[src/rtl/core/csr_smv_pkg.sv]
// ----------------------------------------------------------------------------
// CSR sparse matrix-vector dot core: shared package
// Types, codes and fixed widths used by the controller and the datapath.
// ----------------------------------------------------------------------------
package csr_smv_pkg;

  localparam int INDEX_W = 10;
  localparam int VALUE_W = 32;
  localparam int SUM_W   = 48;
  localparam int HI_W    = SUM_W - VALUE_W;
  localparam int PROD_W  = 2 * VALUE_W;
  localparam int FRAC_W  = 16;

  localparam logic signed [SUM_W-1:0] SUM_MAX = {1'b0, {(SUM_W-1){1'b1}}};
  localparam logic signed [SUM_W-1:0] SUM_MIN = {1'b1, {(SUM_W-1){1'b0}}};
  localparam logic [PROD_W-1:0] MAG_LIMIT = PROD_W'(SUM_MAX) + PROD_W'(1);

  typedef enum logic [1:0] {
    CMD_LOAD    = 2'd0,
    CMD_TERM    = 2'd1,
    CMD_END_ROW = 2'd2,
    CMD_START   = 2'd3
  } cmd_t;

  typedef enum logic [3:0] {
    ST_IDLE,
    ST_WRITE,
    ST_CLEAR,
    ST_READ,
    ST_ABS,
    ST_MUL_LO,
    ST_MUL_HI,
    ST_SCALE,
    ST_ACCUM
  } state_t;

  typedef struct packed {
    logic latch;
    logic mem_we;
    logic mem_re;
    logic abs_en;
    logic mul_lo;
    logic mul_hi;
    logic scale;
    logic accum;
    logic emit;
    logic clear_all;
    logic clear_row;
  } ctrl_t;

  typedef struct packed {
    cmd_t op;
    logic idx_ok;
    logic row_ok;
  } status_t;

endpackage

[src/rtl/core/csr_smv_ctrl.sv]
// ----------------------------------------------------------------------------
// CSR sparse matrix-vector dot core: controller
// Sequences each command through the datapath, one command at a time.
// ----------------------------------------------------------------------------
module csr_smv_ctrl (
  input  logic                  clk,
  input  logic                  rst,
  input  logic                  start,
  input  logic [1:0]            cmd,
  input  csr_smv_pkg::status_t  status,
  output csr_smv_pkg::ctrl_t    ctrl,
  output logic                  busy
);

  csr_smv_pkg::state_t state;
  csr_smv_pkg::state_t state_next;
  logic                skip;

  assign skip = ((status.op == csr_smv_pkg::CMD_TERM) && !status.idx_ok) ||
                ((status.op == csr_smv_pkg::CMD_END_ROW) && !status.row_ok);

  always_ff @(posedge clk) begin
    if (rst) begin
      state <= csr_smv_pkg::ST_IDLE;
    end else begin
      state <= state_next;
    end
  end

  always_comb begin
    state_next = state;
    unique case (state)
      csr_smv_pkg::ST_IDLE: begin
        if (start) begin
          unique case (csr_smv_pkg::cmd_t'(cmd))
            csr_smv_pkg::CMD_LOAD:    state_next = csr_smv_pkg::ST_WRITE;
            csr_smv_pkg::CMD_TERM:    state_next = csr_smv_pkg::ST_READ;
            csr_smv_pkg::CMD_END_ROW: state_next = csr_smv_pkg::ST_READ;
            csr_smv_pkg::CMD_START:   state_next = csr_smv_pkg::ST_CLEAR;
          endcase
        end
      end
      csr_smv_pkg::ST_WRITE:  state_next = csr_smv_pkg::ST_IDLE;
      csr_smv_pkg::ST_CLEAR:  state_next = csr_smv_pkg::ST_IDLE;
      csr_smv_pkg::ST_READ: begin
        state_next = skip ? csr_smv_pkg::ST_IDLE : csr_smv_pkg::ST_ABS;
      end
      csr_smv_pkg::ST_ABS:    state_next = csr_smv_pkg::ST_MUL_LO;
      csr_smv_pkg::ST_MUL_LO: state_next = csr_smv_pkg::ST_MUL_HI;
      csr_smv_pkg::ST_MUL_HI: state_next = csr_smv_pkg::ST_SCALE;
      csr_smv_pkg::ST_SCALE:  state_next = csr_smv_pkg::ST_ACCUM;
      csr_smv_pkg::ST_ACCUM:  state_next = csr_smv_pkg::ST_IDLE;
      default:                state_next = csr_smv_pkg::ST_IDLE;
    endcase
  end

  always_comb begin
    ctrl = '0;
    busy = 1'b1;
    unique case (state)
      csr_smv_pkg::ST_IDLE: begin
        busy       = 1'b0;
        ctrl.latch = start;
      end
      csr_smv_pkg::ST_WRITE:  ctrl.mem_we    = status.idx_ok;
      csr_smv_pkg::ST_CLEAR:  ctrl.clear_all = 1'b1;
      csr_smv_pkg::ST_READ: begin
        ctrl.mem_re    = !skip;
        ctrl.clear_row = (status.op == csr_smv_pkg::CMD_END_ROW) && !status.row_ok;
      end
      csr_smv_pkg::ST_ABS:    ctrl.abs_en = 1'b1;
      csr_smv_pkg::ST_MUL_LO: ctrl.mul_lo = 1'b1;
      csr_smv_pkg::ST_MUL_HI: ctrl.mul_hi = 1'b1;
      csr_smv_pkg::ST_SCALE:  ctrl.scale  = 1'b1;
      csr_smv_pkg::ST_ACCUM: begin
        ctrl.accum = 1'b1;
        ctrl.emit  = (status.op == csr_smv_pkg::CMD_END_ROW);
      end
      default: begin
        busy = 1'b1;
      end
    endcase
  end

endmodule

[config.mk]
export PLATFORM = sky130hd
export DESIGN_NAME = csr_smv_ctrl
export DESIGN_NICKNAME = d
export VERILOG_FILES = /design/src/rtl/core/csr_smv_pkg.sv /design/src/rtl/core/csr_smv_ctrl.sv
export SDC_FILE = /design/constraint.sdc
export NUM_CORES = 1
export LEC_CHECK = 0
export CORE_AREA = 2 2 39 41
export CTS_CLUSTER_SIZE = 28
export DETAILED_ROUTE_END_ITERATION = 7
export DIE_AREA = 0 0 41 43
export DONT_BUFFER_PORTS = 1
export GPL_ROUTABILITY_DRIVEN = 0
export PLACE_DENSITY = 0.34
export SYNTH_ARGS = -nofsm -noshare
export SYNTH_HDL_FRONTEND = slang
export SYNTH_SLANG_ARGS = --single-unit
[constraint.sdc]
create_clock -name clk -period 3.4 [get_ports clk]
set_input_delay 0.17 -clock clk [delete_from_list [all_inputs] [get_ports clk]]
set_output_delay 0.17 -clock clk [all_outputs]
set_load 0.02 [all_outputs]
==> results.md <==
- Setup repair after global routing left no endpoint under its margin.
- The cell sitting at the root of the clock tree is a clkbuf_4.
- Entering global routing, the biggest net connects 13 pins.
- The count of boundary I/O pins is 21.
- The number of DRC markers after the initial detailed-route iteration is 6.
- The number of buffers inserted for hold repair after clock tree synthesis is 0.
- The area of the mapped netlist is 304 um2.
- After technology mapping, the gate count stands at 41.
- The tool flagged a number of max-cap violations equal to 0.
- The number of sinks driven by the clock tree is 4.
- The share of the Yosys chip area taken by registers is 0.263.
- The area growth from synthesis to layout is 11.9%.
- Synthesis produced a netlist with a net count of 50.
- Setup violations remaining at the end of the flow were counted as 0.
- The floorplan step defined a die boundary enclosing 0.00176 mm2.
- The number of hold-slack violations in the final timing report was 0.
- Of the available clock period, the critical path in the final layout requires 0.505.
- The height of the die is 43 um.
- In the final layout, the share of cells above drive strength 1 is 0.119.
- Averaged over all synthesized cells, the footprint is 7.42 um2.
- Timing would allow up to 0.582 GHz.
- The antenna diode count is 0.
- For this run, the post-layout net count is 53.
- Summing all placed instances gives a cell area of 318 um2.
- For this configuration, the core starts out at a cell density of 0.220.
- The number of search-and-repair iterations in the first detailed-routing pass is 3.
- By startpoint and endpoint, the worst setup path is classified as reg2out.
- The minimum clock period after layout is 1.72 ns.
- Leaving out fill and tap cells, the most frequent cell in the layout is nor3_1.
- Counting distinct cell types in the post-synthesis netlist gives 21.
- The routed design has 758 um of wire.
- The port buffer count is 0.
- The ratio of total power to cell area is 399 mW/mm2.
- The sum of overflow across all layers after global routing is 0.
- The data required time at the worst endpoint is 3.23 ns.
- The clock arrives with 0.00106 ns of skew.
- After legalization and detailed placement, the total HPWL measured 616 um.
- The via count of the first global-routing pass came to 273.
- The flip-flop count of the largest register, all copies and words added is 4.
- The number of pins exceeding their max-slew limit in the final report was 0.
- After clock tree synthesis, the clock-pin slew on the worst setup and hold paths is 0.04 ns.
- In this run the tightest slew margin relative to its limit is 0.530.
- STA classifies the critical path startpoint as a flip-flop.
- TritonCTS built the clock tree.
- The number of synthesized register bits is 4.
- The placement row count is 14.
- Once the clock tree was built, the setup fixing pass inserted 0 buffers.
- The number of antenna violations at the first check in global routing is 0.
- In this run the remaining antenna-violating nets after routing total 0.
- The worst-case IR drop observed on VDD is 0.109 mV.
- For the pin with the worst max-slew slack, the measured transition is 0.700 ns.
- The post-cts gate resize count is 0.
- More flip-flops sit in one register than any other, and that register is state.
- In this run the number of H-tree levels came out at 1.
- The layout has 172 filler cells.
- In this run the static leakage power is 0.129 nW.
- The overall die width is 41 um.
- The total clock buffers created by CTS is 3.
- Clock latency on the worst-skew pair, taken at its later pin, is 0.23 ns.
- Yosys printed 0 warnings.
- In the layout the commonest cells are 7 x nor3_1, 5 x nor2_1, 4 x dfxtp_1.
- Dividing the detail-routed via count by the number of cells gives 5.17.
- The total negative slack for setup checks is 0 ns.
- Along the worst path, the maximum fanout reaches 12.
- For this run, design rule violations remaining after detail routing come to 0.
- The wire length of the first global-routing pass is 1.11 mm.
- The worst path arrival time is 1.55 ns.
- The type of the most critical hold path is in2reg.
- The kind of capture point of the worst setup path is a primary output.
- The deepest clock path buffer count is 2.
- Dividing the detail-routed wire length by the instance count gives 13.1 um.
- The post-layout instance area is 340 um2.
- For this block, the via count after detailed routing is 300.
- The run finished with clean final reports.
- For this run, the total global-route usage over all layers was measured as 0.0975.
- The largest registers in the layout are state x4.
- After floorplanning, the core was sized to cover 0.00138 mm2.
## critical path, stage by stage (launching register included)
cell     delay (ns)
dfxtp_1        0.41
nor4b_1        0.34
buf_4          0.20
nor2b_1        0.36
## cell families (layout without fill, tap and decap cells)
logic type / after synthesis / after routing / synth area share
buffers and inverters: 4 / 5 / 0.0576
AND/OR/NAND/NOR: 25 / 25 / 0.477
AO/OA/AOI/OAI: 8 / 8 / 0.202
flip-flops: 4 / 4 / 0.263
## cells in the mapped netlist, drive strengths merged
cell type / instances / area share
a211o: 1 / 0.029
a211oi: 1 / 0.025
a21oi: 3 / 0.049
a221oi: 1 / 0.049
and3: 1 / 0.021
and4: 1 / 0.029
buf: 2 / 0.033
clkbuf: 1 / 0.012
dfxtp: 4 / 0.26
inv: 1 / 0.012
nand2: 2 / 0.025
nand2b: 3 / 0.062
nand4bb: 1 / 0.037
nor2: 5 / 0.062
nor2b: 1 / 0.021
nor3: 7 / 0.12
nor3b: 2 / 0.049
nor4b: 1 / 0.029
o21ai: 1 / 0.016
o21ba: 1 / 0.033
or3b: 1 / 0.029
## layer usage
| layer | GRT usage | wire [um] | up-vias |
|---|---|---|---|
| met5 | 0 | 0 | - |
| met4 | 0.0800 | 4 | 0 |
| li1 | - | - | 153 |
| met2 | 0.122 | 326 | 14 |
| met1 | 0.129 | 341 | 131 |
| met3 | 0.0314 | 86 | 2 |
## final cells by class
class,instances,area (um2),area share
inverter,1,3.75,0.0110
tap,16,20.0,0.0588
timing repair buffer,1,7.51,0.0221
clock buffer,3,22.5,0.0662
sequential,4,80.1,0.235
multi-input combinational,33,206,0.607
## where the power goes
| part | switching (W) | internal (W) | total, W |
|---|---|---|---|
| combinational | 0.0000144 | 0.00000767 | 0.0000221 |
| sequential | 0.00000572 | 0.0000492 | 0.0000549 |
| clock | 0.0000192 | 0.0000395 | 0.0000587 |
| total | 0.0000394 | 0.0000964 | 0.000136 |
## stage by stage
step | util | worst slack (ns) | std cells | hold slack (ns) | power (W)
floorplan | - | 1.50 | 41 | 0.249 | 0.0000756
global placement | 0.230 | 1.86 | 55 | 0.253 | 0.0000778
detailed placement | 0.230 | 1.84 | 55 | 0.255 | 0.0000780
CTS | 0.246 | 1.66 | 58 | 0.00279 | 0.000140
global route | 0.246 | 1.56 | 58 | 0.00212 | 0.000145
finish | 0.246 | 1.68 | 58 | 0.0121 | 0.000136
## path summary, 6_finish.rpt
kind / from / to / slack [ns] / cells past startpoint
max: state[1] / ctrl[2] / 1.68 / 3
min: rst / state[3] / 0.01 / 1
max reg2reg: state[1] / state[2] / 1.86 / 3
min reg2reg: state[2] / state[0] / 0.60 / 2
Power figures use the tool's default switching activity.
